[config.mk]
export PLATFORM = sky130hd
export DESIGN_NAME = tsmc_front
export DESIGN_NICKNAME = d
export VERILOG_FILES = /design/src/rtl/tsmc_pkg.sv /design/src/rtl/tsmc_fxmul.sv /design/src/rtl/tsmc_front.sv
export SDC_FILE = /design/constraint.sdc
export NUM_CORES = 2
export LEC_CHECK = 0
export ABC_AREA = 1
export BUFFER_PORTS_ARGS = -buffer_cell sky130_fd_sc_hd__buf_2
export CORE_UTILIZATION = 35
export CTS_BUF_LIST = sky130_fd_sc_hd__clkbuf_16
export DETAILED_ROUTE_END_ITERATION = 8
export PLACE_DENSITY = 0.51
export SLEW_MARGIN = 20
export SYNTH_ARGS = -nofsm -noshare
export SYNTH_HDL_FRONTEND = slang
export SYNTH_SLANG_ARGS = --single-unit
[constraint.sdc]
create_clock -name clk -period 12.2 [get_ports clk]
set_input_delay 0.61 -clock clk [delete_from_list [all_inputs] [get_ports clk]]
set_output_delay 0.61 -clock clk [all_outputs]
set_load 0.03 [all_outputs]
[src/rtl/tsmc_pkg.sv]
`default_nettype none

package tsmc_pkg;

  // Fixed-point formats of the datapath
  localparam int FRAC_W   = 30;          // fraction bits of every internal value
  localparam int ANGLE_W  = 31;          // unsigned Q1.30 angle
  localparam int X2_W     = 32;          // x^2 of a clamped angle stays below 2^32
  localparam int RECIP_W  = 31;          // 1/n! in Q.30, at most 2^30
  localparam int TERM_W   = 31;          // every single series term stays below 2^31
  localparam int ACC_W    = 33;          // signed partial sums, well inside +-2^32
  localparam int RESULT_W = 31;          // Q1.30 sine and cosine, 0 .. 2^30
  localparam int DIFF_W   = 32;          // signed Q1.30 difference

  localparam int TERM_COUNT_DEFAULT = 10;
  localparam int TERM_MIN           = 4;
  localparam int TERM_MAX           = 16;

  localparam logic [ANGLE_W-1:0]  HALF_PI = ANGLE_W'(1686629713);
  localparam logic [RESULT_W-1:0] ONE     = RESULT_W'(1) << FRAC_W;

  // round_half_up(2^30 / n!) for n = 0 .. 2*TERM_MAX-1
  localparam logic [RECIP_W-1:0] RECIP [2*TERM_MAX] = '{
    31'd1073741824, 31'd1073741824, 31'd536870912, 31'd178956971,
    31'd44739243,   31'd8947849,    31'd1491308,   31'd213044,
    31'd26631,      31'd2959,       31'd296,       31'd27,
    31'd2,          31'd0,          31'd0,         31'd0,
    31'd0,          31'd0,          31'd0,         31'd0,
    31'd0,          31'd0,          31'd0,         31'd0,
    31'd0,          31'd0,          31'd0,         31'd0,
    31'd0,          31'd0,          31'd0,         31'd0
  };

endpackage

`default_nettype wire

[src/rtl/tsmc_fxmul.sv]
`default_nettype none

// Two-stage fixed-point multiply: (a*b + 2^(FRAC_W-1)) >> FRAC_W.
// Stage one forms 32-bit-sliced partial products, stage two adds and rounds.
module tsmc_fxmul #(
  parameter int A_W = 32,
  parameter int B_W = 32,
  parameter int R_W = 32
) (
  input  wire logic           clk,
  input  wire logic           en,
  input  wire logic [A_W-1:0] a,
  input  wire logic [B_W-1:0] b,
  output      logic [R_W-1:0] r
);

  localparam int P_W  = A_W + B_W;
  localparam int LO_W = (A_W > 32) ? 32 : A_W;
  localparam logic [P_W-1:0] HALF = P_W'(1) << (tsmc_pkg::FRAC_W - 1);

  logic [LO_W+B_W-1:0] lo_prod;
  logic [P_W-1:0]      prod_sum;

  always_ff @(posedge clk) begin
    if (en) begin
      lo_prod <= a[LO_W-1:0] * b;
    end
  end

  generate
    if (A_W > LO_W) begin : g_split
      logic [A_W-LO_W+B_W-1:0] hi_prod;

      always_ff @(posedge clk) begin
        if (en) begin
          hi_prod <= a[A_W-1:LO_W] * b;
        end
      end

      assign prod_sum = {hi_prod, {LO_W{1'b0}}} + P_W'(lo_prod) + HALF;
    end else begin : g_single
      assign prod_sum = P_W'(lo_prod) + HALF;
    end
  endgenerate

  always_ff @(posedge clk) begin
    if (en) begin
      r <= prod_sum[tsmc_pkg::FRAC_W +: R_W];
    end
  end

endmodule

`default_nettype wire

[src/rtl/tsmc_front.sv]
`default_nettype none

// Clamp the angle to pi/2, then square it.
module tsmc_front (
  input  wire logic                          clk,
  input  wire logic                          rst,
  input  wire logic                          en,
  input  wire logic                          in_valid,
  input  wire logic [tsmc_pkg::ANGLE_W-1:0]  angle,
  output      logic                          out_valid,
  output      logic [tsmc_pkg::ANGLE_W-1:0]  x,
  output      logic [tsmc_pkg::X2_W-1:0]     x2
);

  logic [2:0]                       valid_pipe;
  logic [tsmc_pkg::ANGLE_W-1:0]     x_clamp;
  logic [tsmc_pkg::ANGLE_W-1:0]     x_mid;

  always_ff @(posedge clk) begin
    if (rst) begin
      valid_pipe <= '0;
    end else if (en) begin
      valid_pipe <= {valid_pipe[1:0], in_valid};
    end
  end

  always_ff @(posedge clk) begin
    if (en) begin
      x_clamp <= (angle > tsmc_pkg::HALF_PI) ? tsmc_pkg::HALF_PI : angle;
      x_mid   <= x_clamp;
      x       <= x_mid;
    end
  end

  tsmc_fxmul #(
    .A_W (tsmc_pkg::ANGLE_W),
    .B_W (tsmc_pkg::ANGLE_W),
    .R_W (tsmc_pkg::X2_W)
  ) u_square (
    .clk (clk),
    .en  (en),
    .a   (x_clamp),
    .b   (x_clamp),
    .r   (x2)
  );

  assign out_valid = valid_pipe[2];

endmodule

`default_nettype wire

# Word level (Yosys, flattened, before mapping)
# Index checks and enable logic that the tools add are counted.
# Widths: inputs -> output; s select.
[op_classes]
mul = 1
n_addsub = 1
order_cmp = 1
[ops]
columns = ["op", "count"]
rows = [
  ["$add 62x30->62 const B", 1],
  ["$mul 31x31->62", 1],
  ["$gt 31x31->1 const B", 1],
]
[totals]
in_bits = 35
output_inout_bits = 64
elab_cells = 9
register_bits = 190

# Logic depth before layout (Yosys ltp)
[depth]
word_depth = 1
ltp_mapped = 31
ltp_nobuf = 29

# Modules after synthesis
# From an unflattened synthesis, not the netlist that was laid out.
[unflattened]
hier_cells = 4758
area_unflattened_um2 = 38742.2
[by_module_without_submodules]
columns = ["mod", "seq_area_each_um2", "area_each_um2", "cells_per_inst", "n_inst"]
rows = [
  ["tsmc_fxmul", 1951.9, 35300.1, 4546, 1],
  ["tsmc_front", 2852.7, 3442.1, 212, 1],
]

# Worst setup path after synthesis
# Ideal clock, no wire load.
[synth_timing]
kind = "register -> register"
from = "register x_clamp[8] (netlist bit)"
to = "register u_square.lo_prod[52] (data pin)"
setup_ps = 253
stages_incl_launch_ff = 27
required_ps = 11947
synth_period_minus_slack_ps = 6665
path_buffers = 2
slack_ps = 5535
t_arrival_ps = 6412
cell_sequence = "edfxtp_1 > clkbuf_1 > buf_1 > nand2_1 > fa_1 > fa_1 > inv_1 > fa_1 > inv_1 > fa_1 > inv_1 > fa_1 > fa_1 > fa_1 > inv_1 > fa_1 > inv_1 > ha_1 > nand2_1 > nor2_1 > inv_2 > nor2_1 > inv_1 > o21bai_1 > nand2_1 > nand4_1 > nand2_1"
[synth_via]
elab_chain_cells = 1
[synth_lines]
columns = ["item", "line", "source"]
rows = [
  ["start: declaration", "tsmc_front.sv:16", "logic [tsmc_pkg::ANGLE_W-1:0] x_clamp;"],
  ["start signal: assignment", "tsmc_front.sv:29", "x_clamp <= (angle > tsmc_pkg::HALF_PI) ? tsmc_pkg::HALF_PI : angle;"],
  ["$mul 31x31->62", "tsmc_fxmul.sv:26", "lo_prod <= a[LO_W-1:0] * b;"],
  ["end signal: assignment", "tsmc_fxmul.sv:26", ""],
  ["end: declaration", "tsmc_fxmul.sv:21", "logic [LO_W+B_W-1:0] lo_prod;"],
]
# Every way passes these cells.
# A chain may end at the register's enable or synchronous reset.

# Worst setup path after layout
[layout_timing]
from = "register x_clamp[22] (netlist bit)"
to = "register u_square.lo_prod[37] (data pin)"
# Same word-level chain as after synthesis.

==> summary.md <==
| Metric | Value |
|---|---|
| RSZ-0062 raised after global routing | `no` |
| Core Area | `about 100000 µm²` |
| Arrival time at the worst endpoint | `about 8000 ps` |
| Critical setup path kind | `flip-flop to flip-flop` |
| XOR/XNOR Fraction of Synth Area | `roughly 1.7%` |
| Seq cells post-synth | `161` |
| Largest net degree at the start of global routing | `82` |
| Routed vias | `around 24000` |
| Adder-Cell Fraction of Synth Area | `roughly 52%` |
| Worst clock skew | `17.5 ps` |
| I/O pins | `just under 100` |
| Antenna cells | `0` |
| Post-CTS Setup Repair Bufs | `0` |
| Startpoint types | `flip-flop` |
| Starting DRT DRC Count | `1201` |
| Worst EP required | `about 12000 ps` |
| Worst R2R Path Depth | `23` |
| Min-Delay Path Depth | `1` |
| Top FF cell, synth | `edfxtp_1` |
| Highest clock rate | `about 0.13 GHz` |
| Die height | `about 320 µm` |
| Clock latency on the worst-skew pair | `a little under 500 ps` |
| Post-synth EDFFs | `between 150 and 200` |
| Total track usage | `between 10% and 20%` |
| Complex-gate fraction of the synthesized area | `2.20%` |
| Synth unique cells | `39` |
| Status | `finished clean` |
| Routed WL per cell | `between 15 and 20 µm` |
| CTS max path bufs | `2` |
| Post-CTS Hold Fix Bufs | `0` |
| P&R area growth vs syn | `7.49%` |
| Largest family of logic cells by synthesized area | `adder cells` |
| Nets@finish | `around 5200` |
| Setup TNS | `0 ps` |
| PortBufs | `98` |
| Die area | `101000 µm²` |
| Final hold vios | `0` |
| Vias in the first global route | `between 20000 and 30000` |
| DP Wirelength | `~73 mm` |
| GP Congestion | `about 0.92` |
| Register area share after synthesis | `around 14%` |
| Crit Path Max Fanout | `22` |
| Syn nets | `5137` |
| CTS clk-pin slew, worst paths | `around 80 ps` |
| Setup-failing EPs final | `0` |
| Ys async rst share | `0%` |
| Slew headroom | `between 30% and 40%` |
| Multiplexer share of the synthesized area | `0%` |
| Area of the multi-input gates | `about 25000 µm²` |
| Fin. max-slew vios | `0` |
| Post-Syn Instances | `between 4000 and 5000` |
| Max-cap violations | `0` |
| Pre-CTS setup slack | `between 4000 and 5000 ps` |
| Fraction of layout cells with a size suffix above 1 | `4.65%` |
| Num CTS Buffers | `17` |
| Post-Synth Simple-Gate Area | `~14%` |
| CTS Sinks | `around 160` |
| Actual slew at the worst max-slew pin | `approximately 1000 ps` |
| First-pass GRT wire length | `146 mm` |
| Row Count | `115` |
| Starting Density | `a little over a third` |
| Filler instances | `10187` |
| Syn avg cell area | `roughly 8.5 µm²` |
| Final wirelength | `88.5 mm` |
| GR Overflow Total | `0` |
| Pre-Repair DR Iteration Count | `5` |
| Cts repair resizes | `0` |
| Post-Syn Area | `approximately 35000 µm²` |
| Vias per cell | `about 4.5` |
| Worst Setup End Kind | `flip-flop` |
| Initial antenna violation count | `0` |
| Fin crit share | `63.7%` |
| Die Wd | `~320 µm` |
| Root buf cell | `clkbuf_16` |
| Hold Path Class | `primary input to flip-flop` |
| Fin crit period | `7780 ps` |
| CTS H-tree depth | `4` |
| Antenna Nets Post-Route | `0` |
| Post-route setup slack | `roughly 4400 ps` |
| Synthesis Warnings | `0` |
| Storage cell area | `between 4000 and 5000 µm²` |
| Post-route DRC violation count | `0` |
| CTS tree | `yes` |
## cells in the mapped netlist, types with 16 or more instances
master	instances	share of area, %
a21oi_1	81	1.2
clkbuf_1	89	0.96
edfxtp_1	158	14
fa_1	747	43
ha_1	268	9.6
inv_1	1357	15
nand2_1	990	11
nand3_1	54	0.77
nand4_1	21	0.38
nor2_1	137	1.5
o21ai_0	21	0.30
o21bai_1	16	0.34
xnor2_1	23	0.58
xor2_1	41	1.0
## critical path: stages, from the launching register on
cell      delay [ps]
edfxtp_1         660
buf_4            480
nand2_1          180
inv_1            110
fa_1             440
fa_1             520
fa_1             560
inv_1             60
fa_1             520
inv_1             60
fa_1             550
fa_1             430
fa_1             490
inv_1             50
fa_1             470
inv_1             40
ha_1             400
nand2_1          130
nor2_1           210
and2_1           270
a21boi_1         370
nor2_1            70
nand2_1           90
xor2_1           360
## per-layer routing
layer / vias up / track usage (%) / part of all wire [%]
met1: 12030 / 23.9 / 44
met2: 399 / 33.4 / 51
li1: 11702 / - / -
met5: - / 0 / 0
met4: 0 / 5.06 / 2.2
met3: 94 / 1.74 / 2.9
## stage by stage
step / util, % / hold WS (ps) / std cells / area (µm²)
finish: 38.0 / 311 / 5437 / 37600
global route: 38.0 / 288 / 5437 / 37600
CTS: 38.0 / 278 / 5437 / 37600
detailed placement: 37.4 / 405 / 5405 / 36900
global placement: 37.4 / 401 / 5405 / 36900
floorplan: - / 400 / 4087 / 34900
## cell type report
| cell class | count | share of cell area (%) |
|---|---|---|
| Inverter | 1362 | 13.6 |
| Timing Repair Buffer | 131 | 1.98 |
| Sequential cell | 161 | 12.8 |
| Clock buffer | 17 | 1.13 |
| Clock inverter | 15 | 0.573 |
| Multi-Input combinational cell | 2464 | 65.6 |
| Tap cell | 1287 | 4.29 |
## path summary, 6_finish.rpt
kind | slack, ps | from | endpoint
hold reg to reg | 410 | x_mid[26] | x[26]
setup / recovery | 4420 | x_clamp[22] | u_square.lo_prod[37]
setup reg to reg | 4420 | x_clamp[22] | u_square.lo_prod[37]
hold / removal | 310 | angle[30] | x_clamp[30]
## cells in the final DEF, fill, tap and decap left out, drive strengths merged, types with 24 or more instances in the layout
cell type,instances
inv,1370
nand2,993
fa,747
ha,268
edfxtp,158
nor2,141
buf,131
a21oi,81
nand3,57
xor2,41
nand4,25
xnor2,24
o21ai,24
## state kept, by name (all words and copies together), names as in the netlist
signal / cells
valid_pipe: 3
x_mid: 31
x: 31
u_square.r: 32
x_clamp: 31
u_square.lo_prod: 33
## logic make-up (layout without fill, tap and decap cells)
logic type	after synthesis	count (layout)
buf+inv	1462	1525
simple gates	1247	1247
fa+ha+maj	1015	1015
flops	161	161
compound gates	137	137
xor+xnor	65	65
Power is not shown: default switching activity piles up to over one toggle a cycle in this logic, so the estimate is an artifact.
