## src/rtl/tsmc_pkg.sv

```systemverilog
`default_nettype none

package tsmc_pkg;

  // Fixed-point formats of the datapath
  localparam int FRAC_W   = 30;          // fraction bits of every internal value
  localparam int ANGLE_W  = 31;          // unsigned Q1.30 angle
  localparam int X2_W     = 32;          // x^2 of a clamped angle stays below 2^32
  localparam int RECIP_W  = 31;          // 1/n! in Q.30, at most 2^30
  localparam int TERM_W   = 31;          // every single series term stays below 2^31
  localparam int ACC_W    = 33;          // signed partial sums, well inside +-2^32
  localparam int RESULT_W = 31;          // Q1.30 sine and cosine, 0 .. 2^30
  localparam int DIFF_W   = 32;          // signed Q1.30 difference

  localparam int TERM_COUNT_DEFAULT = 10;
  localparam int TERM_MIN           = 4;
  localparam int TERM_MAX           = 16;

  localparam logic [ANGLE_W-1:0]  HALF_PI = ANGLE_W'(1686629713);
  localparam logic [RESULT_W-1:0] ONE     = RESULT_W'(1) << FRAC_W;

  // round_half_up(2^30 / n!) for n = 0 .. 2*TERM_MAX-1
  localparam logic [RECIP_W-1:0] RECIP [2*TERM_MAX] = '{
    31'd1073741824, 31'd1073741824, 31'd536870912, 31'd178956971,
    31'd44739243,   31'd8947849,    31'd1491308,   31'd213044,
    31'd26631,      31'd2959,       31'd296,       31'd27,
    31'd2,          31'd0,          31'd0,         31'd0,
    31'd0,          31'd0,          31'd0,         31'd0,
    31'd0,          31'd0,          31'd0,         31'd0,
    31'd0,          31'd0,          31'd0,         31'd0,
    31'd0,          31'd0,          31'd0,         31'd0
  };

endpackage

`default_nettype wire

```

## src/rtl/tsmc_fxmul.sv

```systemverilog
`default_nettype none

// Two-stage fixed-point multiply: (a*b + 2^(FRAC_W-1)) >> FRAC_W.
// Stage one forms 32-bit-sliced partial products, stage two adds and rounds.
module tsmc_fxmul #(
  parameter int A_W = 32,
  parameter int B_W = 32,
  parameter int R_W = 32
) (
  input  wire logic           clk,
  input  wire logic           en,
  input  wire logic [A_W-1:0] a,
  input  wire logic [B_W-1:0] b,
  output      logic [R_W-1:0] r
);

  localparam int P_W  = A_W + B_W;
  localparam int LO_W = (A_W > 32) ? 32 : A_W;
  localparam logic [P_W-1:0] HALF = P_W'(1) << (tsmc_pkg::FRAC_W - 1);

  logic [LO_W+B_W-1:0] lo_prod;
  logic [P_W-1:0]      prod_sum;

  always_ff @(posedge clk) begin
    if (en) begin
      lo_prod <= a[LO_W-1:0] * b;
    end
  end

  generate
    if (A_W > LO_W) begin : g_split
      logic [A_W-LO_W+B_W-1:0] hi_prod;

      always_ff @(posedge clk) begin
        if (en) begin
          hi_prod <= a[A_W-1:LO_W] * b;
        end
      end

      assign prod_sum = {hi_prod, {LO_W{1'b0}}} + P_W'(lo_prod) + HALF;
    end else begin : g_single
      assign prod_sum = P_W'(lo_prod) + HALF;
    end
  endgenerate

  always_ff @(posedge clk) begin
    if (en) begin
      r <= prod_sum[tsmc_pkg::FRAC_W +: R_W];
    end
  end

endmodule

`default_nettype wire

```

## src/rtl/tsmc_step.sv

```systemverilog
`default_nettype none

// One series step: fold in the previous step's terms, form this step's sine
// term and advance its power by x^2; steps past 0 do the same for cosine.
module tsmc_step #(
  parameter int K     = 0,
  parameter int POW_W = 44
) (
  input  wire logic                               clk,
  input  wire logic                               rst,
  input  wire logic                               en,
  input  wire logic                               in_valid,
  input  wire logic [tsmc_pkg::X2_W-1:0]          x2,
  input  wire logic [POW_W-1:0]                   sin_pow,
  input  wire logic [POW_W-1:0]                   cos_pow,
  input  wire logic signed [tsmc_pkg::ACC_W-1:0]  sin_acc,
  input  wire logic signed [tsmc_pkg::ACC_W-1:0]  cos_acc,
  input  wire logic [tsmc_pkg::TERM_W-1:0]        sin_term_prev,
  input  wire logic [tsmc_pkg::TERM_W-1:0]        cos_term_prev,
  output      logic                               out_valid,
  output      logic [tsmc_pkg::X2_W-1:0]          x2_out,
  output      logic [POW_W-1:0]                   sin_pow_out,
  output      logic [POW_W-1:0]                   cos_pow_out,
  output      logic signed [tsmc_pkg::ACC_W-1:0]  sin_acc_out,
  output      logic signed [tsmc_pkg::ACC_W-1:0]  cos_acc_out,
  output      logic [tsmc_pkg::TERM_W-1:0]        sin_term,
  output      logic [tsmc_pkg::TERM_W-1:0]        cos_term
);

  // Terms alternate in sign; the previous step had index K-1.
  localparam bit PREV_SUB = (K % 2) == 0;
  localparam logic [tsmc_pkg::RECIP_W-1:0] SIN_RECIP = tsmc_pkg::RECIP[2*K+1];

  logic [1:0]                        valid_pipe;
  logic [tsmc_pkg::X2_W-1:0]         x2_mid;
  logic signed [tsmc_pkg::ACC_W-1:0] sin_acc_mid;
  logic signed [tsmc_pkg::ACC_W-1:0] cos_acc_mid;
  logic signed [tsmc_pkg::ACC_W-1:0] sin_add;
  logic signed [tsmc_pkg::ACC_W-1:0] cos_add;

  assign sin_add = $signed(tsmc_pkg::ACC_W'(sin_term_prev));
  assign cos_add = $signed(tsmc_pkg::ACC_W'(cos_term_prev));

  always_ff @(posedge clk) begin
    if (rst) begin
      valid_pipe <= '0;
    end else if (en) begin
      valid_pipe <= {valid_pipe[0], in_valid};
    end
  end

  always_ff @(posedge clk) begin
    if (en) begin
      x2_mid      <= x2;
      x2_out      <= x2_mid;
      sin_acc_mid <= PREV_SUB ? sin_acc - sin_add : sin_acc + sin_add;
      cos_acc_mid <= PREV_SUB ? cos_acc - cos_add : cos_acc + cos_add;
      sin_acc_out <= sin_acc_mid;
      cos_acc_out <= cos_acc_mid;
    end
  end

  tsmc_fxmul #(
    .A_W (POW_W),
    .B_W (tsmc_pkg::X2_W),
    .R_W (POW_W)
  ) u_sin_pow (
    .clk (clk),
    .en  (en),
    .a   (sin_pow),
    .b   (x2),
    .r   (sin_pow_out)
  );

  tsmc_fxmul #(
    .A_W (POW_W),
    .B_W (tsmc_pkg::RECIP_W),
    .R_W (tsmc_pkg::TERM_W)
  ) u_sin_term (
    .clk (clk),
    .en  (en),
    .a   (sin_pow),
    .b   (SIN_RECIP),
    .r   (sin_term)
  );

  generate
    if (K == 0) begin : g_cos_first
      // The cosine series opens with the constant 1: no term here, and
      // the cosine power (x^2) passes through unchanged.
      logic [POW_W-1:0] cos_pow_mid;

      always_ff @(posedge clk) begin
        if (en) begin
          cos_pow_mid <= cos_pow;
          cos_pow_out <= cos_pow_mid;
        end
      end

      assign cos_term = '0;
    end else begin : g_cos_step
      localparam logic [tsmc_pkg::RECIP_W-1:0] COS_RECIP = tsmc_pkg::RECIP[2*K];

      tsmc_fxmul #(
        .A_W (POW_W),
        .B_W (tsmc_pkg::X2_W),
        .R_W (POW_W)
      ) u_cos_pow (
        .clk (clk),
        .en  (en),
        .a   (cos_pow),
        .b   (x2),
        .r   (cos_pow_out)
      );

      tsmc_fxmul #(
        .A_W (POW_W),
        .B_W (tsmc_pkg::RECIP_W),
        .R_W (tsmc_pkg::TERM_W)
      ) u_cos_term (
        .clk (clk),
        .en  (en),
        .a   (cos_pow),
        .b   (COS_RECIP),
        .r   (cos_term)
      );
    end
  endgenerate

  assign out_valid = valid_pipe[1];

endmodule

`default_nettype wire

```

## config.mk

```make
export PLATFORM = sky130hd
export DESIGN_NAME = tsmc_step
export DESIGN_NICKNAME = d
export VERILOG_FILES = /design/src/rtl/tsmc_pkg.sv /design/src/rtl/tsmc_fxmul.sv /design/src/rtl/tsmc_step.sv
export SDC_FILE = /design/constraint.sdc
export NUM_CORES = 2
export LEC_CHECK = 0
export BUFFER_PORTS_ARGS = -buffer_cell sky130_fd_sc_hd__buf_2
export CAP_MARGIN = 20
export CORE_ASPECT_RATIO = 0.5
export CORE_MARGIN = 2
export CORE_UTILIZATION = 40
export CTS_BUF_LIST = sky130_fd_sc_hd__clkbuf_2
export DETAILED_ROUTE_END_ITERATION = 6
export PLACE_DENSITY_LB_ADDON = 0.12
export SYNTH_ARGS = -nofsm -noshare
export SYNTH_HDL_FRONTEND = slang
export SYNTH_SLANG_ARGS = --single-unit
```

## constraint.sdc

```tcl
create_clock -name clk -period 7.65 [get_ports clk]
set_input_delay 0.765 -clock clk [delete_from_list [all_inputs] [get_ports clk]]
set_output_delay 0.765 -clock clk [all_outputs]
set_load 0.03 [all_outputs]
```

# --- Yosys cells after proc, flatten, opt, wreduce, memory -nomap -nowiden ---
# Index checks and enable logic that the tools add are counted.
totals:
  elab_cells: 22
  inputBits: 252
  out_inout_bits: 249
  ff_bits: 498
classes:
  n_mul: 2
  n_addsub: 6
op_table:
  columns: ["op", "n"]
  rows:
  - ["adder 74 x 30 -> 74 bit, second input constant", 1]
  - ["adder 74 x 64 -> 74 bit", 1]
  - ["subtractor 33 x 32 -> 33 bit", 2]
  - ["multiplier 32 x 32 -> 64 bit", 1]
  - ["adder 1 x 61 -> 61 bit, first input constant", 1]
  - ["adder 61 x 30 -> 61 bit, second input constant", 1]
  - ["multiplier 12 x 32 -> 42 bit", 1]

# --- Longest topological paths before layout ---
depth:
  word_depth: 2
  mapped_depth: 29

# --- Hierarchy ---
# From an unflattened synthesis, not the netlist that was laid out.
hier_totals:
  hier_cells: 10868
  hier_area_um2: 105328.5
by_module_without_submodules:
  columns: ["mod", "instances", "seq_area_each_um2", "area_each_um2", "cells_each"]
  rows:
  - ["tsmc_fxmul at u_sin_pow", 1, 3633.5, 49901.6, 5390]
  - ["tsmc_fxmul at u_sin_term", 1, 2762.6, 42982.5, 4616]
  - ["tsmc_step", 1, 8568.2, 12444.4, 862]

# --- Least setup slack after synthesis ---
# Ideal clock, no wire load.
synth_timing:
  kind: "input-to-reg"
  startpoint: "input port x2[8] (netlist name)"
  endpoint: "register u_sin_pow.lo_prod[57], data pin"
  required_time_ps: 7381
  setup_slack_ps: -106
  setup_time_ps: 269
  n_path_buf: 2
  arrival_ps: 7488
  path_stages: 28
  cell_sequence: "clkbuf_1 -> clkbuf_1 -> nand2_1 -> fa_1 -> inv_1 -> fa_1 -> fa_1 -> inv_1 -> fa_1 -> inv_1 -> fa_1 -> inv_1 -> fa_1 -> inv_1 -> fa_1 -> inv_1 -> fa_1 -> inv_1 -> ha_1 -> and4_4 -> and3_4 -> a2111oi_2 -> o211ai_2 -> a21oi_1 -> o31ai_2 -> a2111oi_2 -> o31ai_1 -> xor2_1"
synth_between:
  elab_chain_cells: 1
synth_lines:
  columns: ["element", "line_no", "rtl"]
  rows:
  - ["start, declared", "tsmc_step.sv:13", "input wire logic [tsmc_pkg::X2_W-1:0] x2,"]
  - ["multiplier 32 x 32 -> 64 bit", "tsmc_fxmul.sv:26", "lo_prod <= a[LO_W-1:0] * b;"]
  - ["end signal, assigned", "tsmc_fxmul.sv:26", null]
  - ["end, declared", "tsmc_fxmul.sv:21", "logic [LO_W+B_W-1:0] lo_prod;"]
# Every way passes these cells.
# A chain may end at the register's enable or synchronous reset.

# --- Worst setup path after layout ---
layout_timing:
  startpoint: "input port x2[2] (netlist name)"
  endpoint: "register u_sin_pow.lo_prod[59], data pin"
# Same word-level chain as after synthesis.

==> impl_metrics.csv <==
group,metric,value,unit
status,status,"finished clean",
setup_path,worstRegToRegCells,10,
clock_network,cts_sinks,469,
yosys,post_synth_mux_area_share,0.03144,%
setup_path,worstSetupPathType,"in2reg",
global_route,grt_overflow_total,0,
yosys,ys_seq_elements,469,
setup_path,crit_top_cell,"sky130_fd_sc_hd__fa_1",
cells_and_area,drive_gt1_share,14.88,%
cells_and_area,layout_commonest_cell,"sky130_fd_sc_hd__inv_1",
yosys,synth-compound-area-share,5.615,%
place,port_buffers,469,
setup_path,timing.critical_path.arrival,8.56,ns
global_route,grt_antenna_before_repair,7,
yosys,dominantRegCellSynth,"sky130_fd_sc_hd__edfxtp_1",
floorplan,initial_core_util,40.33,%
yosys,synth_cells,6213,
timing,setup-violations-final,0,
cells_and_area,multiInputGateArea,43800,sq um
setup_path,startpoint_type,"primary input",
job,cap_violations,0,
place,gp_routability_congestion,0.8895,
setup_path,worstPathBufferInverterCount,9,
timing,max_clock_freq,133.1,MHz
yosys,yosys.area_share.xor_xnor,2.270,%
timing,finalCritPeriodShare,98.21,%
yosys,simple_gate_fraction_of_synth_area,14.55,%
floorplan,num_io_pins,501,
global_route,grt_max_degree,144,
yosys,number_of_enable_flip_flop_cells_after_synthesis,467,
clock_network,clkSlewWorstSetupHoldPaths,0.10,ns
route,antenna_violating_nets_post_route,0,
clock_network,cts_max_level,3,
cells_and_area,layout.area.seq,14060,sq um
route,firstDrtPassIters,5,
setup_path,crit_fanout,14,
route,wl_per_cell,17.96,um
clock_network,cts_tree,"yes",
timing,worst_slew_pin_slew,1.063,ns
timing,slew_headroom,29.15,%
yosys,synth_top_family_by_area,"adder cells",
clock_network,cts_buffer_depth,3,
yosys,synthesis.yosys.warnings,0,
timing,timing.clock.skew,0.1584,ns
timing,final-hold-violation-count,0,
floorplan,floorplan.die_area,162600,sq um
timing,final_max_slew_viol_count,0,
setup_path,cp_top_family,"adder cells",
place,dp.final_hpwl,138800,um
setup_path,cp_slowest_stage_delay,0.56,ns
floorplan,die-width,568.2,um
yosys,ys_async_sr_fraction,0,%
setup_path,worstSetupPathDepth,27,
route,routed_via_density,4.884,
route,dr.first_iter.drc_count,2306,
route,detail_route.wirelength,169400,um
yosys,synth.distinct_cells,84,
global_route,groute.usage.overall,21.35,%
setup_path,timing.critical_path.to_type,"register",
yosys,synthesis.area,63670,sq um
clock_network,clock_insertion_delay_worst_skew,1.46,ns
cells_and_area,final_cell_mix,"1235 x sky130_fd_sc_hd__inv_1, 1196 x sky130_fd_sc_hd__fa_1, 811 x sky130_fd_sc_hd__nand2_1",
min_path,holdCritPathClass,"in2reg",
timing,whs,0.2239,ns
timing,final_period_minus_worst_setup_slack,7.513,ns
cells_and_area,n_fill_cell,14890,
clock_network,cts_root_buffer,"sky130_fd_sc_hd__clkbuf_2",
cells_and_area,area_growth_syn_to_layout,18.55,%
yosys,synth-seq-area-share,22.09,%
setup_path,critPathSlowestCell,"sky130_fd_sc_hd__dlygate4sd3_1",
yosys,syn-mean-instance-area,10.25,sq um
setup_path,worst_ep_required_time,8.70,ns
clock_network,cts_inserted_buffers,114,
cells_and_area,nets,9113,
route,drc_errors,0,
min_path,timing.hold.worst_path_depth,2,
route,detailroute.via_count,46070,
floorplan,design.core.area,157900,sq um
floorplan,floorplan.die.height,286.1,um
global_route,grt_first_pass_wirelength,275000,um
floorplan,fp-row-count,103,
yosys,synth-adder-area-share,46.02,%
global_route,number_of_global_route_vias_before_repair,50480,
cells by family (layout without fill, tap and decap cells):
group | Yosys count | after routing
AND/OR/NAND/NOR | 1841 | 1841
adder cells (fa/ha/maj) | 1624 | 1624
buffers and inverters | 1566 | 2649
AO/OA/AOI/OAI | 545 | 545
flip-flops | 469 | 469
XOR/XNOR | 165 | 165
multiplexers | 2 | 2
other | 1 | 38
repair_timing:
item | CTS | global route
endpoints found under the setup margin | 0 | 8
hold buffers | 340 | 0
setup buffers | 0 | 1
hold endpoints to repair | 235 | 0
resized for setup | 0 | 15
stage by stage:
stage	TNS (ns)	util (%)	std cells	worst slack, ns	cell area (sq um)
6_report	0	47.81	9433	0.1366	75480
5_1_grt	-0.007588	47.81	9430	-0.005010	75470
4_1_cts	0	47.76	9426	0.1737	75400
3_5_place_dp	-14.74	44.89	8881	-0.7781	70870
3_3_place_gp	-15.27	44.89	8881	-0.8670	70870
2_1_floorplan	0	-	6243	0.02844	63840
registers in the layout, summed over array words and instances, names as in the netlist:
signal and flops:
u_sin_pow.g_split.hi_prod 42, valid_pipe 2, u_sin_pow.r 44, g_cos_first.cos_pow_mid 44, cos_acc_out 33, u_sin_term.r 31
cos_pow_out 44, u_sin_pow.lo_prod 35, x2_out 32, cos_acc_mid 33, sin_acc_out 33, u_sin_term.lo_prod 31
sin_acc_mid 33, x2_mid 32
cells in the mapped netlist (19+ instances only):
cell	n	area (sq um)
sky130_fd_sc_hd__nor2b_1	26	162.7
sky130_fd_sc_hd__a21o_1	71	533.0
sky130_fd_sc_hd__o21bai_1	22	165.2
sky130_fd_sc_hd__inv_1	1235	4636
sky130_fd_sc_hd__xnor2_1	110	963.4
sky130_fd_sc_hd__fa_1	1196	23940
sky130_fd_sc_hd__edfxtp_1	467	14020
sky130_fd_sc_hd__nand3_1	37	185.2
sky130_fd_sc_hd__nand2b_1	22	137.6
sky130_fd_sc_hd__and2_1	721	4511
sky130_fd_sc_hd__o21ai_0	81	405.4
sky130_fd_sc_hd__xor2_1	55	481.7
sky130_fd_sc_hd__nand4_1	33	206.5
sky130_fd_sc_hd__a21oi_1	185	925.9
sky130_fd_sc_hd__o21ai_1	19	95.09
sky130_fd_sc_hd__nand2_1	811	3044
sky130_fd_sc_hd__o21a_1	28	210.2
sky130_fd_sc_hd__buf_4	31	232.7
sky130_fd_sc_hd__clkbuf_1	298	1119
sky130_fd_sc_hd__and3_1	19	118.9
sky130_fd_sc_hd__ha_1	428	5355
sky130_fd_sc_hd__nor2_1	101	379.1
area by class of cell:
cell class	count	share of cell area, %
multi-input combinational	4208	58.03
sequential	469	18.63
timing repair buffer	1209	12.19
inverter	1235	6.142
tap	2100	3.481
clock buffer	155	1.028
clock inverter	50	0.4675
antenna	7	0.02321
final timing paths:
kind	to	startpoint	slack [ns]
max reg2reg	u_sin_pow.r[38]	u_sin_pow.lo_prod[33]	3.97
max	u_sin_pow.lo_prod[59]	x2[2]	0.14
min	u_sin_term.lo_prod[33]	sin_pow[3]	0.22
min reg2reg	cos_acc_out[23]	cos_acc_mid[23]	0.37
per-layer routing:
layer | share of wire, % | up-vias | track usage (%)
met3 | 3.8 | 228 | 2.479
met2 | 50 | 943 | 37.42
met4 | 2.2 | 8 | 5.013
met1 | 43 | 23770 | 28.35
li1 | - | 21120 | -
met5 | 0.032 | - | 0
worst register-to-register path: cells and delay by family, from the launching register on:
family                   cells  cell delay [ns]
AND/OR/NAND/NOR              5             1.32
AO/OA/AOI/OAI                3             1.11
flip-flops                   1             0.45
adder cells (fa/ha/maj)      1             0.25
XOR/XNOR                     1             0.16
Power is left out: the tool's default activity adds up to more than one toggle a clock period on the data nets, which glitch-free logic cannot reach.
