### src/rtl/tsmc_pkg.sv
`default_nettype none

package tsmc_pkg;

  // Fixed-point formats of the datapath
  localparam int FRAC_W   = 30;          // fraction bits of every internal value
  localparam int ANGLE_W  = 31;          // unsigned Q1.30 angle
  localparam int X2_W     = 32;          // x^2 of a clamped angle stays below 2^32
  localparam int RECIP_W  = 31;          // 1/n! in Q.30, at most 2^30
  localparam int TERM_W   = 31;          // every single series term stays below 2^31
  localparam int ACC_W    = 33;          // signed partial sums, well inside +-2^32
  localparam int RESULT_W = 31;          // Q1.30 sine and cosine, 0 .. 2^30
  localparam int DIFF_W   = 32;          // signed Q1.30 difference

  localparam int TERM_COUNT_DEFAULT = 10;
  localparam int TERM_MIN           = 4;
  localparam int TERM_MAX           = 16;

  localparam logic [ANGLE_W-1:0]  HALF_PI = ANGLE_W'(1686629713);
  localparam logic [RESULT_W-1:0] ONE     = RESULT_W'(1) << FRAC_W;

  // round_half_up(2^30 / n!) for n = 0 .. 2*TERM_MAX-1
  localparam logic [RECIP_W-1:0] RECIP [2*TERM_MAX] = '{
    31'd1073741824, 31'd1073741824, 31'd536870912, 31'd178956971,
    31'd44739243,   31'd8947849,    31'd1491308,   31'd213044,
    31'd26631,      31'd2959,       31'd296,       31'd27,
    31'd2,          31'd0,          31'd0,         31'd0,
    31'd0,          31'd0,          31'd0,         31'd0,
    31'd0,          31'd0,          31'd0,         31'd0,
    31'd0,          31'd0,          31'd0,         31'd0,
    31'd0,          31'd0,          31'd0,         31'd0
  };

endpackage

`default_nettype wire

### src/rtl/tsmc_tail.sv
`default_nettype none

// Fold in the last terms, saturate both sums to [0, 1], form the difference
// and hold the result in a two-entry output buffer (output register + skid).
module tsmc_tail #(
  parameter int TERM_COUNT = tsmc_pkg::TERM_COUNT_DEFAULT
) (
  input  wire logic                               clk,
  input  wire logic                               rst,
  input  wire logic                               in_valid,
  input  wire logic signed [tsmc_pkg::ACC_W-1:0]  sin_acc,
  input  wire logic signed [tsmc_pkg::ACC_W-1:0]  cos_acc,
  input  wire logic [tsmc_pkg::TERM_W-1:0]        sin_term,
  input  wire logic [tsmc_pkg::TERM_W-1:0]        cos_term,
  input  wire logic                               out_stall,
  output      logic                               advance,
  output      logic                               out_valid,
  output      logic [tsmc_pkg::RESULT_W-1:0]      sine_value,
  output      logic [tsmc_pkg::RESULT_W-1:0]      cosine_value,
  output      logic signed [tsmc_pkg::DIFF_W-1:0] difference
);

  localparam bit LAST_SUB = ((TERM_COUNT - 1) % 2) == 1;

  function automatic logic [tsmc_pkg::RESULT_W-1:0] sat_unit(
    input logic signed [tsmc_pkg::ACC_W-1:0] v
  );
    logic [tsmc_pkg::RESULT_W-1:0] res;
    priority if (v < 0) begin
      res = '0;
    end else if (v > $signed(tsmc_pkg::ACC_W'(tsmc_pkg::ONE))) begin
      res = tsmc_pkg::ONE;
    end else begin
      res = v[tsmc_pkg::RESULT_W-1:0];
    end
    return res;
  endfunction

  logic                               sum_valid;
  logic signed [tsmc_pkg::ACC_W-1:0]  sin_sum;
  logic signed [tsmc_pkg::ACC_W-1:0]  cos_sum;
  logic signed [tsmc_pkg::ACC_W-1:0]  sin_add;
  logic signed [tsmc_pkg::ACC_W-1:0]  cos_add;
  logic [tsmc_pkg::RESULT_W-1:0]      sin_sat;
  logic [tsmc_pkg::RESULT_W-1:0]      cos_sat;
  logic signed [tsmc_pkg::DIFF_W-1:0] diff_calc;
  logic                               push;
  logic                               skid_valid;
  logic [tsmc_pkg::RESULT_W-1:0]      skid_sine;
  logic [tsmc_pkg::RESULT_W-1:0]      skid_cosine;
  logic signed [tsmc_pkg::DIFF_W-1:0] skid_diff;

  assign sin_add = $signed(tsmc_pkg::ACC_W'(sin_term));
  assign cos_add = $signed(tsmc_pkg::ACC_W'(cos_term));

  assign advance = !skid_valid;
  assign push    = advance && sum_valid;

  always_ff @(posedge clk) begin
    if (rst) begin
      sum_valid <= 1'b0;
    end else if (advance) begin
      sum_valid <= in_valid;
    end
  end

  always_ff @(posedge clk) begin
    if (advance) begin
      sin_sum <= LAST_SUB ? sin_acc - sin_add : sin_acc + sin_add;
      cos_sum <= LAST_SUB ? cos_acc - cos_add : cos_acc + cos_add;
    end
  end

  assign sin_sat   = sat_unit(sin_sum);
  assign cos_sat   = sat_unit(cos_sum);
  assign diff_calc = $signed(tsmc_pkg::DIFF_W'(sin_sat)) - $signed(tsmc_pkg::DIFF_W'(cos_sat));

  always_ff @(posedge clk) begin
    if (rst) begin
      out_valid  <= 1'b0;
      skid_valid <= 1'b0;
    end else if (!out_valid || !out_stall) begin
      out_valid  <= skid_valid || push;
      skid_valid <= 1'b0;
    end else if (push) begin
      skid_valid <= 1'b1;
    end
  end

  always_ff @(posedge clk) begin
    if (!out_valid || !out_stall) begin
      if (skid_valid) begin
        sine_value   <= skid_sine;
        cosine_value <= skid_cosine;
        difference   <= skid_diff;
      end else begin
        sine_value   <= sin_sat;
        cosine_value <= cos_sat;
        difference   <= diff_calc;
      end
    end else if (push) begin
      skid_sine   <= sin_sat;
      skid_cosine <= cos_sat;
      skid_diff   <= diff_calc;
    end
  end

endmodule

`default_nettype wire
### config.mk
export PLATFORM = sky130hd
export DESIGN_NAME = tsmc_tail
export DESIGN_NICKNAME = d
export VERILOG_FILES = /design/src/rtl/tsmc_pkg.sv /design/src/rtl/tsmc_tail.sv
export SDC_FILE = /design/constraint.sdc
export NUM_CORES = 1
export LEC_CHECK = 0
export BUFFER_PORTS_ARGS = -buffer_cell sky130_fd_sc_hd__buf_2
export CORE_AREA = 2 2 162 164
export CTS_CLUSTER_SIZE = 16
export DETAILED_ROUTE_END_ITERATION = 6
export DIE_AREA = 0 0 164 166
export PLACE_DENSITY = 0.79
export SLEW_MARGIN = 20
export SYNTH_ARGS = -nofsm -noshare
export SYNTH_HDL_FRONTEND = slang
export SYNTH_SLANG_ARGS = --single-unit
export TNS_END_PERCENT = 5
### constraint.sdc
create_clock -name clk -period 27.3 [get_ports clk]
set_input_delay 2.73 -clock clk [delete_from_list [all_inputs] [get_ports clk]]
set_output_delay 2.73 -clock clk [all_outputs]
set_load 0.1 [all_outputs]
After elaboration in Yosys (flattened, before gate mapping)
Index checks and enable logic that the tools add are counted.

Bits in registers: 257. Output and inout port bits: 96. Logic and storage cells: 34.

$add $sub $neg: 3. Order comparisons: 4. Muxes and demuxes: 7. Bitwise gates (word level): 1. Reductions and logical operators: 8.

Operators with widths (number): 2-to-1 mux 31 bit (6); greater-than comparator 33 x 32 -> 1 bit (second input constant) (2); less-than comparator 33 x 1 -> 1 bit (second input constant) (2); subtractor 33 x 32 -> 33 bit (2); 2-to-1 mux 32 bit (1); subtractor 31 x 31 -> 32 bit (1); logical NOT 1 bit (3); logical OR 1 bit (2); AND reduction 2 bit (1); OR reduction 2 bit (1); logical AND 1 bit (1); NOT 1 bit (1).

Depth between registers and ports, before layout
Gate-level depths: netlist of run 1.

Word-level depth: 5. Gate-level depth with buffers: 19. Depth with buffers taken out: 18.

Worst setup path before layout of run 1
OpenSTA, ideal clock, no wires.

Path kind: input-to-reg. Start point: input port out_stall. End point: register skid_cosine[0] (netlist bit) (enable). Library setup time: 0.681 ns. Data arrival time: 11.972 ns. Data required time: 26.619 ns. Setup slack: 14.647 ns. Cell stages on the path: 2. Cell sequence: nand2_1 > nor3b_1.

Longest elaborated chain between the ends: 4.

RTL lines: from (decl) (line tsmc_tail.sv:15) `input wire logic out_stall,`; logical NOT 1 bit (line tsmc_tail.sv:91) `if (!out_valid || !out_stall) begin`; logical OR 1 bit (line tsmc_tail.sv:91); NOT 1 bit (no line); AND reduction 2 bit (no line); to (signal assigned) (line tsmc_tail.sv:103) `skid_cosine <= cos_sat;`; to (decl) (line tsmc_tail.sv:50) `logic [tsmc_pkg::RESULT_W-1:0] skid_cosine;`.

No other way between the ends. A chain may end at the register's enable or synchronous reset.

Final worst setup path of run 1
Start point: input port sin_acc[0] (netlist bit). End point: register sin_sum[32] (netlist bit), data pin.

Longest elaborated chain between the ends: 1.

RTL lines: from (decl) (line tsmc_tail.sv:11) `input wire logic signed [tsmc_pkg::ACC_W-1:0] sin_acc,`; subtractor 33 x 32 -> 33 bit (line tsmc_tail.sv:69) `sin_sum <= LAST_SUB ? sin_acc - sin_add : sin_acc + sin_add;`; to (signal assigned) (line tsmc_tail.sv:69); to (decl) (line tsmc_tail.sv:40) `logic signed [tsmc_pkg::ACC_W-1:0] sin_sum;`.

No other way between the ends.

==> results of run 1 <==
## power groups by stage
stage          Sequential [mW]  Combinational, mW  Clock, mW
2_1_floorplan            0.876              0.284          0
3_3_place_gp             0.571              0.723          0
3_5_place_dp             0.574              0.730          0
4_1_cts                  0.566              0.735      0.361
5_1_grt                  0.572              0.784      0.374
6_report                 0.565              0.737      0.356
## worst register-to-register path, cell delays in order (launching register included)
cell and delay (ns):
edfxtp_1 0.38, nor4_1 0.38, nand4_1 0.13, nor2_1 0.12, nor2_1 0.04, nor2_1 0.10
buf_4 0.28, and2_1 0.28, ha_1 0.23, inv_1 0.07, fa_1 0.41, a21o_1 0.21
a21oi_1 0.23, o21ai_0 0.26, nor2b_1 0.24, o21ai_0 0.26, and3b_1 0.30, o21ai_0 0.13
xor2_1 0.18, mux2_2 0.27
## cell families after synthesis
family | Yosys count | share of synthesized area (%)
XOR/XNOR | 84 | 5.135
flip-flops | 257 | 53.66
AND/OR/NAND/NOR | 343 | 11.47
adder cells (fa/ha/maj) | 96 | 8.542
buffers and inverters | 155 | 4.070
multiplexers | 49 | 3.843
AO/OA/AOI/OAI | 295 | 13.28
## state kept, by name, indices dropped and copies added, names as in the netlist
signal / cells
sum_valid: 1
sine_value: 31
skid_sine: 31
difference: 32
cos_sum: 33
sin_sum: 33
skid_diff: 32
out_valid: 1
skid_cosine: 31
skid_valid: 1
cosine_value: 31
## through the flow
step / instances / power (mW) / hold WS (ns)
2_1_floorplan: 1279 / 1.161 / 0.4789
3_3_place_gp: 1814 / 1.295 / 0.4937
3_5_place_dp: 1814 / 1.304 / 0.5037
4_1_cts: 1859 / 1.662 / 0.5187
5_1_grt: 1859 / 1.731 / 0.5465
6_report: 1859 / 1.658 / 0.5139
## cell type report
cell class / count / area [µm²]
Sequential cell: 257 / 7689
Inverter: 121 / 456.7
Clock buffer: 28 / 636.9
Clock inverter: 17 / 214.0
Timing Repair Buffer: 234 / 1189
Multi-Input combinational cell: 867 / 6068
Tap cell: 335 / 419.2
Fill cell: 1997 / 8944
## routing by layer
metal	track usage [%]	share of wire, %	vias up
li1	-	-	5090
met1	34.65	46	4821
met2	37.54	47	345
met3	2.223	5.5	41
met4	5.339	1.8	0
met5	0	0	-
## how the worst max path moves through the flow
| stage | startpoint | endpoint | slack (ns) | cells past startpoint |
|---|---|---|---|---|
| after global routing | sin_acc[0] | sin_sum[32] | 22.08 | 13 |
| after floorplan | out_stall | skid_cosine[0] | 14.65 | 2 |
| after detailed placement | sin_acc[0] | sin_sum[32] | 21.82 | 13 |
| after global placement | sin_acc[2] | sin_sum[32] | 21.92 | 11 |
| after CTS | sin_acc[0] | sin_sum[32] | 22.36 | 13 |
| final | sin_acc[0] | sin_sum[32] | 22.35 | 13 |
## placed cells by master, fill, tap and decap left out, types with 32 or more instances in the layout
cell,instances
ha_1,93
and2_1,32
mux2_2,48
a21oi_1,73
a21o_1,52
nor2_1,58
nand2_1,136
buf_2,227
xnor2_1,59
edfxtp_1,254
o21ai_0,75
inv_1,120
==> results.sh, run 1 <==
export IMPL_core_um2=25620
export IMPL_cts_sinks=257
export IMPL_r2r_slack_ns=22.54
export IMPL_grt_total_usage_pct=23.37
export IMPL_power_switching_uw=711.4
export IMPL_yosys_area_top_type="edfxtp_1"
export IMPL_yosys_warnings=0
export IMPL_synth_most_common_cell="edfxtp_1"
export IMPL_status="completed"
export IMPL_hold_end="difference[8]"
export IMPL_fin_util_pct=65.09
export IMPL_fmax_mhz=201.9
export IMPL_hold_depth=2
export IMPL_post_place_ws_ns=21.82
export IMPL_dp_hpwl_um=24350
export IMPL_drt_iter0_drc=842
export IMPL_fin_setup_tns_ns=0
export IMPL_n_antenna_cell=0
export IMPL_worstSetupStartpointType="input pin"
export IMPL_critPathMaxStageDelay_ns=0.44
export IMPL_netlist_area_leader_share_pct=53.24
export IMPL_synthArstFlopShare_pct=0
export IMPL_r2r_end="difference[26]"
export IMPL_finalWirelength_um=31820
export IMPL_post_route_drc_count=0
export IMPL_tightest_slew_ns=0.8674
export IMPL_path_buf_inv=2
export IMPL_die_y_um=166
export IMPL_syn2layout_area_growth_pct=16.38
export IMPL_cp_top_family="compound AO/OA/AOI/OAI gates"
export IMPL_synth_seq_area_share_pct=53.66
export IMPL_initial_core_util_pct=55.93
export IMPL_clkPwrFrac_pct=21.5
export IMPL_drive_gt1_share_pct=22.05
export IMPL_gp_congestion=0.8983
export IMPL_internal_power_uw=946.6
export IMPL_cellPowerDensity_nw_per_um2=99.45
export IMPL_cts_tree="yes"
export IMPL_nets=1734
export IMPL_setup_violations=0
export IMPL_crit_type="input pin to flop"
export IMPL_hold_path_class="flop to flop"
export IMPL_wl_per_cell_um=17.12
export IMPL_syn_nets=1507
export IMPL_num_rows=59
export IMPL_relSlewSlack_pct=42.17
export IMPL_ys_types=60
export IMPL_critPathArrivalTime_ns=5.22
export IMPL_syn_area_um2=14330
export IMPL_grt_max_degree=87
export IMPL_swShare_pct=42.91
export IMPL_fin_crit_sh_pct=18.14
export IMPL_yosys_top_cells_area="edfxtp_1 53%, ha_1 8.1%, mux2_2 3.8%, xnor2_1 3.6%, nand2_1 3.6%"
export IMPL_clock_latency_ns=0.52
export IMPL_power_frac_comb_pct=44.4
export IMPL_synth_commonest_cells="254 x edfxtp_1, 137 x nand2_1, 120 x inv_1, 93 x ha_1, 75 x o21ai_0"
export IMPL_cts_buffers=25
export IMPL_via_per_inst=5.539
export IMPL_grt_pass1_wl_um=50510
export IMPL_hp_start="skid_diff[8]"
export IMPL_p_leak_nw=7.542
export IMPL_hold_buffers=0
export IMPL_die_w_um=164
export IMPL_reg2reg_depth=19
export IMPL_cp_slowest_cell="o41ai_4"
export IMPL_antenna_left=0
export IMPL_clk_pin_slew_worst_paths_ns=0.06
export IMPL_postSynthAreaPerCell_um2=11.20
export IMPL_grt_pass1_vias=9604
export IMPL_fp_dieArea_um2=27220
export IMPL_worst_slack_ns=22.35
export IMPL_cp_required_ns=27.56
export IMPL_cts_setup_buffers=0
export IMPL_rsz0062_at_grt="no"
export IMPL_hold_viol=0
export IMPL_drt_first_pass_iters=5
export IMPL_htreeDepth=1
export IMPL_maxCapViolCount=0
export IMPL_p_seq_share_pct=34.1
export IMPL_antenna_found_initial=0
export IMPL_peakVddDrop_uv=110.1
export IMPL_worstPathCellList="buf_2 > inv_1 > ha_1 > fa_1 > nor2b_1 > o31a_1 > o31a_1 > o41ai_4 > o21ai_2 > a41oi_2 > o21ai_1 > a31oi_1 > xor2_1"
export IMPL_vias=10300
export IMPL_min_period_ns=4.953
export IMPL_clock_skew_ns=0.01224
export IMPL_path_common_cell="o31a_1"
export IMPL_io_pins=228
export IMPL_worstSetupEndpointType="flop"
export IMPL_cts_resized=0
export IMPL_finalMaxSlewViolations=0
export IMPL_port_buffers=227
export IMPL_ys_seq_elements=257
export IMPL_synthCells=1279
export IMPL_cts_buffer_depth=3
export IMPL_synth_main_ff_cell="edfxtp_1"
export IMPL_clockRootBuffer="clkbuf_16"
export IMPL_design_area_um2=16670
export IMPL_synth_edff_count=254
export IMPL_rr_startpoint="cos_sum[22]"
export IMPL_cp_max_fo=5
export IMPL_place_area_um2=15820
export IMPL_grt_overflow=0
(Power assumes the default switching activity.)
==> run 2, diff against run 1 <==
--- a/config.mk
+++ b/config.mk
@@ -5,12 +5,13 @@
 export SDC_FILE = /design/constraint.sdc
 export NUM_CORES = 1
 export LEC_CHECK = 0
+export ABC_AREA = 1
 export BUFFER_PORTS_ARGS = -buffer_cell sky130_fd_sc_hd__buf_2
-export CORE_AREA = 2 2 162 164
+export CORE_AREA = 2 2 172 174
 export CTS_CLUSTER_SIZE = 16
 export DETAILED_ROUTE_END_ITERATION = 6
-export DIE_AREA = 0 0 164 166
-export PLACE_DENSITY = 0.79
+export DIE_AREA = 0 0 174 176
+export PLACE_DENSITY = 0.78
 export SLEW_MARGIN = 20
 export SYNTH_ARGS = -nofsm -noshare
 export SYNTH_HDL_FRONTEND = slang
==> constraint.sdc (replaced) <==
create_clock -name clk -period 5.1 [get_ports clk]
set_input_delay 0.51 -clock clk [delete_from_list [all_inputs] [get_ports clk]]
set_output_delay 0.51 -clock clk [all_outputs]
set_load 0.1 [all_outputs]
==> run 2 against run 1 <==
Effect of this change:
- clock power grew to 5.6 times the previous value
- clock-buffer cell count is 1 higher
- routed wire length is 37% higher
- global-route usage is 4.7 points higher
- power grew to 5.5 times the previous value
- non-clock buffer count is 3 higher
- register-to-register slack worse by 22 ns
==> results.sh, run 2 <==
export IMPL_status="completed"
export IMPL_post_place_ws_ns=1.077
export IMPL_clock_skew_ns=0.01107
export IMPL_multi_input_area_um2=7146
export IMPL_crit_type="flop to flop"
export IMPL_n_fill_cell=2535
export IMPL_maxCapViolCount=0
export IMPL_nets=2448
export IMPL_core_um2=28550
export IMPL_fmax_mhz=241.7
export IMPL_drt_first_pass_iters=5
export IMPL_r2r_slack_ns=0.96
export IMPL_grt_pass1_wl_um=67850
export IMPL_fin_setup_tns_ns=0
export IMPL_syn_area_um2=16130
export IMPL_synth_seq_area_share_pct=47.65
export IMPL_n_antenna_cell=0
export IMPL_clockRootBuffer="clkbuf_16"
export IMPL_via_per_inst=5.354
export IMPL_synthCells=1990
export IMPL_area_sequential_um2=7691
export IMPL_postSynthAreaPerCell_um2=8.108
export IMPL_hp_start="rst"
export IMPL_worst_slack_ns=0.9621
export IMPL_synth_main_ff_cell="edfxtp_1"
export IMPL_critPathArrivalTime_ns=4.42
export IMPL_io_pins=228
export IMPL_synthArstFlopShare_pct=0
export IMPL_most_common_layout_cells="637 x nand2_1, 301 x inv_1, 254 x edfxtp_1"
export IMPL_netlist_area_leader_share_pct=47.27
export IMPL_cp_required_ns=5.38
export IMPL_vias=14050
export IMPL_cts_resized=0
export IMPL_tightest_slew_ns=1.037
export IMPL_num_rows=62
export IMPL_drt_iter0_drc=1273
export IMPL_grt_total_usage_pct=28.05
export IMPL_hold_end="out_valid"
export IMPL_grt_pass1_vias=12960
export IMPL_worstSetupEndpointType="flop"
export IMPL_rr_startpoint="cos_sum[30]"
export IMPL_wl_per_cell_um=16.56
export IMPL_hold_depth=2
export IMPL_die_y_um=176
export IMPL_cts_buffer_depth=3
export IMPL_antenna_left=0
export IMPL_synth_most_common_cell="nand2_1"
export IMPL_dp_hpwl_um=34030
export IMPL_hold_path_class="input pin to flop"
export IMPL_initial_core_util_pct=56.52
export IMPL_peakVddDrop_uv=270.4
export IMPL_post_route_drc_count=0
export IMPL_fp_dieArea_um2=30620
export IMPL_fin_crit_sh_pct=81.14
export IMPL_synth_commonest_cells="638 x nand2_1, 301 x inv_1, 254 x edfxtp_1, 182 x nor2_1, 109 x nand3_1"
export IMPL_clk_pin_slew_worst_paths_ns=0.06
export IMPL_htreeDepth=1
export IMPL_p_seq_share_pct=33.2
export IMPL_finalMaxSlewViolations=0
export IMPL_drive_gt1_share_pct=13.44
export IMPL_power_frac_comb_pct=45.0
export IMPL_clock_latency_ns=0.53
export IMPL_cts_setup_buffers=0
export IMPL_relSlewSlack_pct=30.87
export IMPL_syn_nets=2218
export IMPL_design_area_um2=18580
export IMPL_yosys_area_top_type="edfxtp_1"
export IMPL_worstSetupStartpointType="flop"
export IMPL_rsz0062_at_grt="no"
export IMPL_cts_buffers=27
export IMPL_gp_congestion=0.9348
export IMPL_grt_overflow=0
export IMPL_syn2layout_area_growth_pct=15.14
export IMPL_power_switching_mw=4.180
export IMPL_p_leak_nw=9.315
export IMPL_biggestRegsByFlops="cos_sum (33), sin_sum (33)"
export IMPL_r2r_end="skid_diff[28]"
export IMPL_grt_max_degree=77
export IMPL_hold_buffers=0
export IMPL_reg2reg_depth=15
export IMPL_ys_seq_elements=257
export IMPL_clkPwrFrac_pct=21.8
export IMPL_setup_violations=0
export IMPL_place_area_um2=17680
export IMPL_yosys_warnings=0
export IMPL_layout_commonest_cell="nand2_1"
export IMPL_hold_viol=0
export IMPL_swShare_pct=45.94
export IMPL_antenna_found_initial=1
export IMPL_yosys_top_cells_area="edfxtp_1 47%, nand2_1 15%, ha_1 7.2%, inv_1 7.0%, nor2_1 4.2%"
export IMPL_cts_sinks=257
export IMPL_min_period_ns=4.138
export IMPL_internal_power_mw=4.919
export IMPL_cts_tree="yes"
export IMPL_synth_edff_count=254
export IMPL_ys_types=34
export IMPL_die_w_um=174
export IMPL_cellPowerDensity_nw_per_um2=489.8
export IMPL_finalWirelength_um=43440
export IMPL_cp_max_fo=30
export IMPL_port_buffers=227
==> run 2: changes by cell type after synthesis, sizes merged, moves of 48 or more <==
cell,before,now
nand2,137,641
inv,120,306
nor2,58,192
nand3,23,109
xnor2,59,3
mux2,48,0
==> run 2: cell families after synthesis <==
kind of cell	Yosys count	share of synthesized area (%)
simple gates	1042	27.10
buf+inv	342	8.181
flops	257	47.65
compound gates	200	6.607
fa+ha+maj	96	7.584
xor+xnor	53	2.877
==> run 2: power groups by stage <==
stage / Combinational, mW / Sequential, mW / Clock (mW)
floorplan: 1.66 / 4.61 / 0
global placement: 4.01 / 3.06 / 0
detailed placement: 4.05 / 3.06 / 0
CTS: 4.07 / 3.02 / 2.01
global route: 4.42 / 3.05 / 2.09
finish: 4.09 / 3.02 / 1.99
==> run 2: cell type report <==
type                            count  area share (%)
Clock inverter                     20           1.152
Multi-Input combinational cell   1391           38.47
Tap cell                          384           2.586
Timing Repair Buffer              237           6.520
Clock buffer                       29           3.678
Sequential cell                   257           41.40
Inverter                          306           6.197
==> run 2: routing by layer <==
layer	up-vias	global-route usage, %	share of wire (%)
met1	6409	39.57	44
met4	0	8.158	2.9
met2	600	45.97	45
met3	76	3.424	7.7
li1	6965	-	-
met5	-	0.1603	0
==> run 2: worst max-delay path by stage <==
stage / startpoint / to / depth (start not counted)
2_1_floorplan: out_valid / skid_cosine[0] / 2
5_1_grt: cos_sum[30] / difference[28] / 16
3_5_place_dp: cos_sum[30] / skid_diff[28] / 15
3_3_place_gp: cos_sum[30] / skid_diff[20] / 15
6_report: cos_sum[30] / skid_diff[28] / 15
4_1_cts: cos_sum[30] / skid_diff[28] / 15
==> run 2: critical path: stages (launching register included) <==
cell	delay, ns
edfxtp_1	0.49
o21ai_1	0.45
inv_1	0.19
nand2_1	0.73
nand3_1	0.19
inv_1	0.19
ha_1	0.16
inv_1	0.07
fa_1	0.44
nand3_1	0.11
nand3_1	0.15
nand3_1	0.11
nand3b_1	0.20
nand2_1	0.15
nand3_1	0.10
and2_1	0.18
==> run 2: stage by stage <==
stage               hold slack, ns  instances  util (%)  power, mW
floorplan                   0.4805       1990         -      6.266
detailed placement          0.5042       2575     61.93      7.108
CTS                         0.1690       2624     65.07      9.096
global route                0.1771       2624     65.07      9.552
global placement            0.5005       2575     61.93      7.066
finish                      0.1918       2624     65.07      9.099
==> run 3, diff against run 2 <==
--- a/config.mk
+++ b/config.mk
@@ -7,11 +7,11 @@
 export LEC_CHECK = 0
 export ABC_AREA = 1
 export BUFFER_PORTS_ARGS = -buffer_cell sky130_fd_sc_hd__buf_2
-export CORE_AREA = 2 2 172 174
+export CORE_AREA = 2 2 178 180
 export CTS_CLUSTER_SIZE = 16
 export DETAILED_ROUTE_END_ITERATION = 6
-export DIE_AREA = 0 0 174 176
-export PLACE_DENSITY = 0.78
+export DIE_AREA = 0 0 180 182
+export PLACE_DENSITY = 0.77
 export SLEW_MARGIN = 20
 export SYNTH_ARGS = -nofsm -noshare
 export SYNTH_HDL_FRONTEND = slang
==> constraint.sdc (replaced) <==
create_clock -name clk -period 3.4 [get_ports clk]
set_input_delay 0.34 -clock clk [delete_from_list [all_inputs] [get_ports clk]]
set_output_delay 0.34 -clock clk [all_outputs]
set_load 0.1 [all_outputs]
==> run 3 against run 2 <==
Effect of this change:
- sequential share of layout area down 0.88 points
- clock skew barely moved
- design area up 2.2%
- via count rose by 0.26%
- power up 53%
- die area rose by 7.0%
- critical path depth grew 4
- clock-buffer cell count grew 4
==> results.sh, run 3 (synthesis results as in run 2) <==
export IMPL_finalWirelength_um=45040
export IMPL_grt_pass1_vias=13420
export IMPL_die_y_um=182
export IMPL_syn2layout_area_growth_pct=17.68
export IMPL_p_leak_nw=9.349
export IMPL_clock_skew_ns=0.01153
export IMPL_relSlewSlack_pct=44.57
export IMPL_fp_dieArea_um2=32760
export IMPL_drt_iter0_drc=1183
export IMPL_post_place_ws_ns=-0.01785
export IMPL_clkPwrFrac_pct=21.4
export IMPL_vias=14090
export IMPL_place_inst=2598
export IMPL_status="completed"
export IMPL_cts_sinks=257
export IMPL_cts_buffer_depth=3
export IMPL_grt_total_usage_pct=27.01
export IMPL_swShare_pct=46.07
export IMPL_nets=2454
export IMPL_worst_slack_ns=0.1608
export IMPL_tightest_slew_ns=0.8315
export IMPL_drt_first_pass_iters=5
export IMPL_worstPathCellList="nor2_1 > nand4_1 > nor2_2 > nand2_1 > nand2_4 > buf_6 > nand3_1 > ha_1 > nand2_1 > inv_1 > nand2_1 > nor3_1 > nand2_1 > nand2_2 > nand2_1 > nand2_1 > nand2_1 > nand3_1 > nand2_1"
export IMPL_io_pins=228
export IMPL_clock_latency_ns=0.53
export IMPL_grt_pass1_wl_um=70320
export IMPL_worstSetupStartpointType="flop"
export IMPL_internal_power_mw=7.491
export IMPL_power_frac_comb_pct=46.0
export IMPL_power_switching_mw=6.400
export IMPL_cts_buffers=27
export IMPL_path_common_cell="nand2_1"
export IMPL_p_seq_share_pct=32.6
export IMPL_biggestRegsByFlops="cos_sum (33), sin_sum (33)"
export IMPL_via_per_inst=5.321
export IMPL_rr_startpoint="cos_sum[19]"
export IMPL_n_fill_cell=2734
export IMPL_fin_crit_sh_pct=95.27
export IMPL_reg2reg_depth=19
export IMPL_min_period_ns=3.239
export IMPL_finalMaxSlewViolations=0
export IMPL_critPathMaxStageDelay_ns=0.43
export IMPL_core_um2=30990
export IMPL_fin_setup_tns_ns=0
export IMPL_cp_max_fo=20
export IMPL_clockRootBuffer="clkbuf_16"
export IMPL_r2r_slack_ns=0.16
export IMPL_grt_overflow=0
export IMPL_r2r_end="difference[29]"
export IMPL_setup_violations=0
export IMPL_crit_path_end="difference[29]"
export IMPL_clk_pin_slew_worst_paths_ns=0.06
export IMPL_grt_max_degree=95
export IMPL_fmax_mhz=308.7
export IMPL_cp_slowest_cell="ha_1"
export IMPL_num_rows=65
export IMPL_drive_gt1_share_pct=16.04
export IMPL_cts_tree="yes"
export IMPL_antenna_found_initial=0
export IMPL_wl_per_cell_um=17.01
export IMPL_initial_core_util_pct=52.07
export IMPL_n_antenna_cell=0
export IMPL_crit_type="flop to flop"
export IMPL_htreeDepth=1
export IMPL_fin_util_pct=61.28
export IMPL_dp_hpwl_um=35250
export IMPL_port_buffers=227
export IMPL_cp_required_ns=3.68
export IMPL_layout_commonest_cell="nand2_1"
export IMPL_cellPowerDensity_nw_per_um2=731.6
export IMPL_hold_viol=0
export IMPL_final_cell_count_no_fill=2647
export IMPL_die_w_um=180
export IMPL_cts_setup_buffers=0
export IMPL_hold_path_class="input pin to flop"
export IMPL_post_route_drc_count=0
export IMPL_gp_congestion=0.9395
export IMPL_antenna_left=0
export IMPL_rsz0062_at_grt="yes"
export IMPL_peakVddDrop_uv=445.2
export IMPL_worstSetupEndpointType="flop"
export IMPL_maxCapViolCount=0
export IMPL_most_common_layout_cells="632 x nand2_1, 300 x inv_1, 254 x edfxtp_1"
export IMPL_critPathArrivalTime_ns=3.52
export IMPL_startpoint="cos_sum[19]"
export IMPL_p_total_mw=13.89
[run 3: cell count changes in the layout (fill, tap and decap cells not counted), sizes merged]
cell / delta
buf: +5
clkbuf: +4
clkinv: -5
dlygate4sd3: +1
[run 3: what timing repair did]
action | in CTS | in global routing
gates resized for setup | 3 | 71
pin swaps | 0 | 2
endpoints found under the setup margin | 4 | 47
hold buffers | 1 | 0
hold endpoints to repair | 3 | 0
[run 3: layer usage]
layer	wire length (µm)	track usage (%)	part of all wire, %
met2	20830	44.70	46
met5	0	0	0
met3	2924	3.169	6.5
met4	1577	9.268	3.5
met1	19700	37.02	44
[run 3: power groups by stage]
stage | combinational (mW) | sequential (mW) | clock (mW)
2_1_floorplan | 2.49 | 6.91 | 0
3_3_place_gp | 6.07 | 4.57 | 0
3_5_place_dp | 6.15 | 4.59 | 0
4_1_cts | 6.20 | 4.53 | 3.01
5_1_grt | 6.87 | 4.58 | 3.13
6_report | 6.39 | 4.53 | 2.97
[run 3: layout make-up]
| class | count | area [µm²] | share of cell area (%) |
|---|---|---|---|
| inverters | 306 | 1151 | 6.063 |
| well taps | 402 | 503.0 | 2.649 |
| clock inverters | 15 | 186.4 | 0.9819 |
| clock buffers | 33 | 698.2 | 3.677 |
| multi-input cells | 1391 | 7462 | 39.30 |
| repair buffers | 243 | 1291 | 6.801 |
| flip-flops and latches | 257 | 7695 | 40.53 |
[run 3: worst min path at each step]
stage                 start            end  slack [ns]  depth (start not counted)
2_1_floorplan           rst      out_valid        0.40                          1
4_1_cts            in_valid      sum_valid        0.07                          3
5_1_grt         sin_acc[32]    sin_sum[32]        0.13                          3
6_report           in_valid      sum_valid        0.09                          3
3_3_place_gp      sum_valid     skid_valid        0.49                          2
3_5_place_dp   skid_diff[6]  difference[6]        0.50                          2
[run 3: worst max-delay path: cells and delay by family, from the launching register on]
| kind | cells | cell delay (ns) |
|---|---|---|
| adder cells (fa/ha/maj) | 1 | 0.43 |
| buffers and inverters | 2 | 0.29 |
| flip-flops | 1 | 0.40 |
| AND/OR/NAND/NOR | 16 | 1.86 |
[run 3: through the flow]
| stage | hold slack [ns] | area, µm² |
|---|---|---|
| after global placement | 0.4926 | 17780 |
| after detailed placement | 0.5047 | 17780 |
| after CTS | 0.06617 | 18700 |
| after global routing | 0.1290 | 18990 |
| after floorplan | 0.3994 | 16170 |
| final | 0.08799 | 18990 |
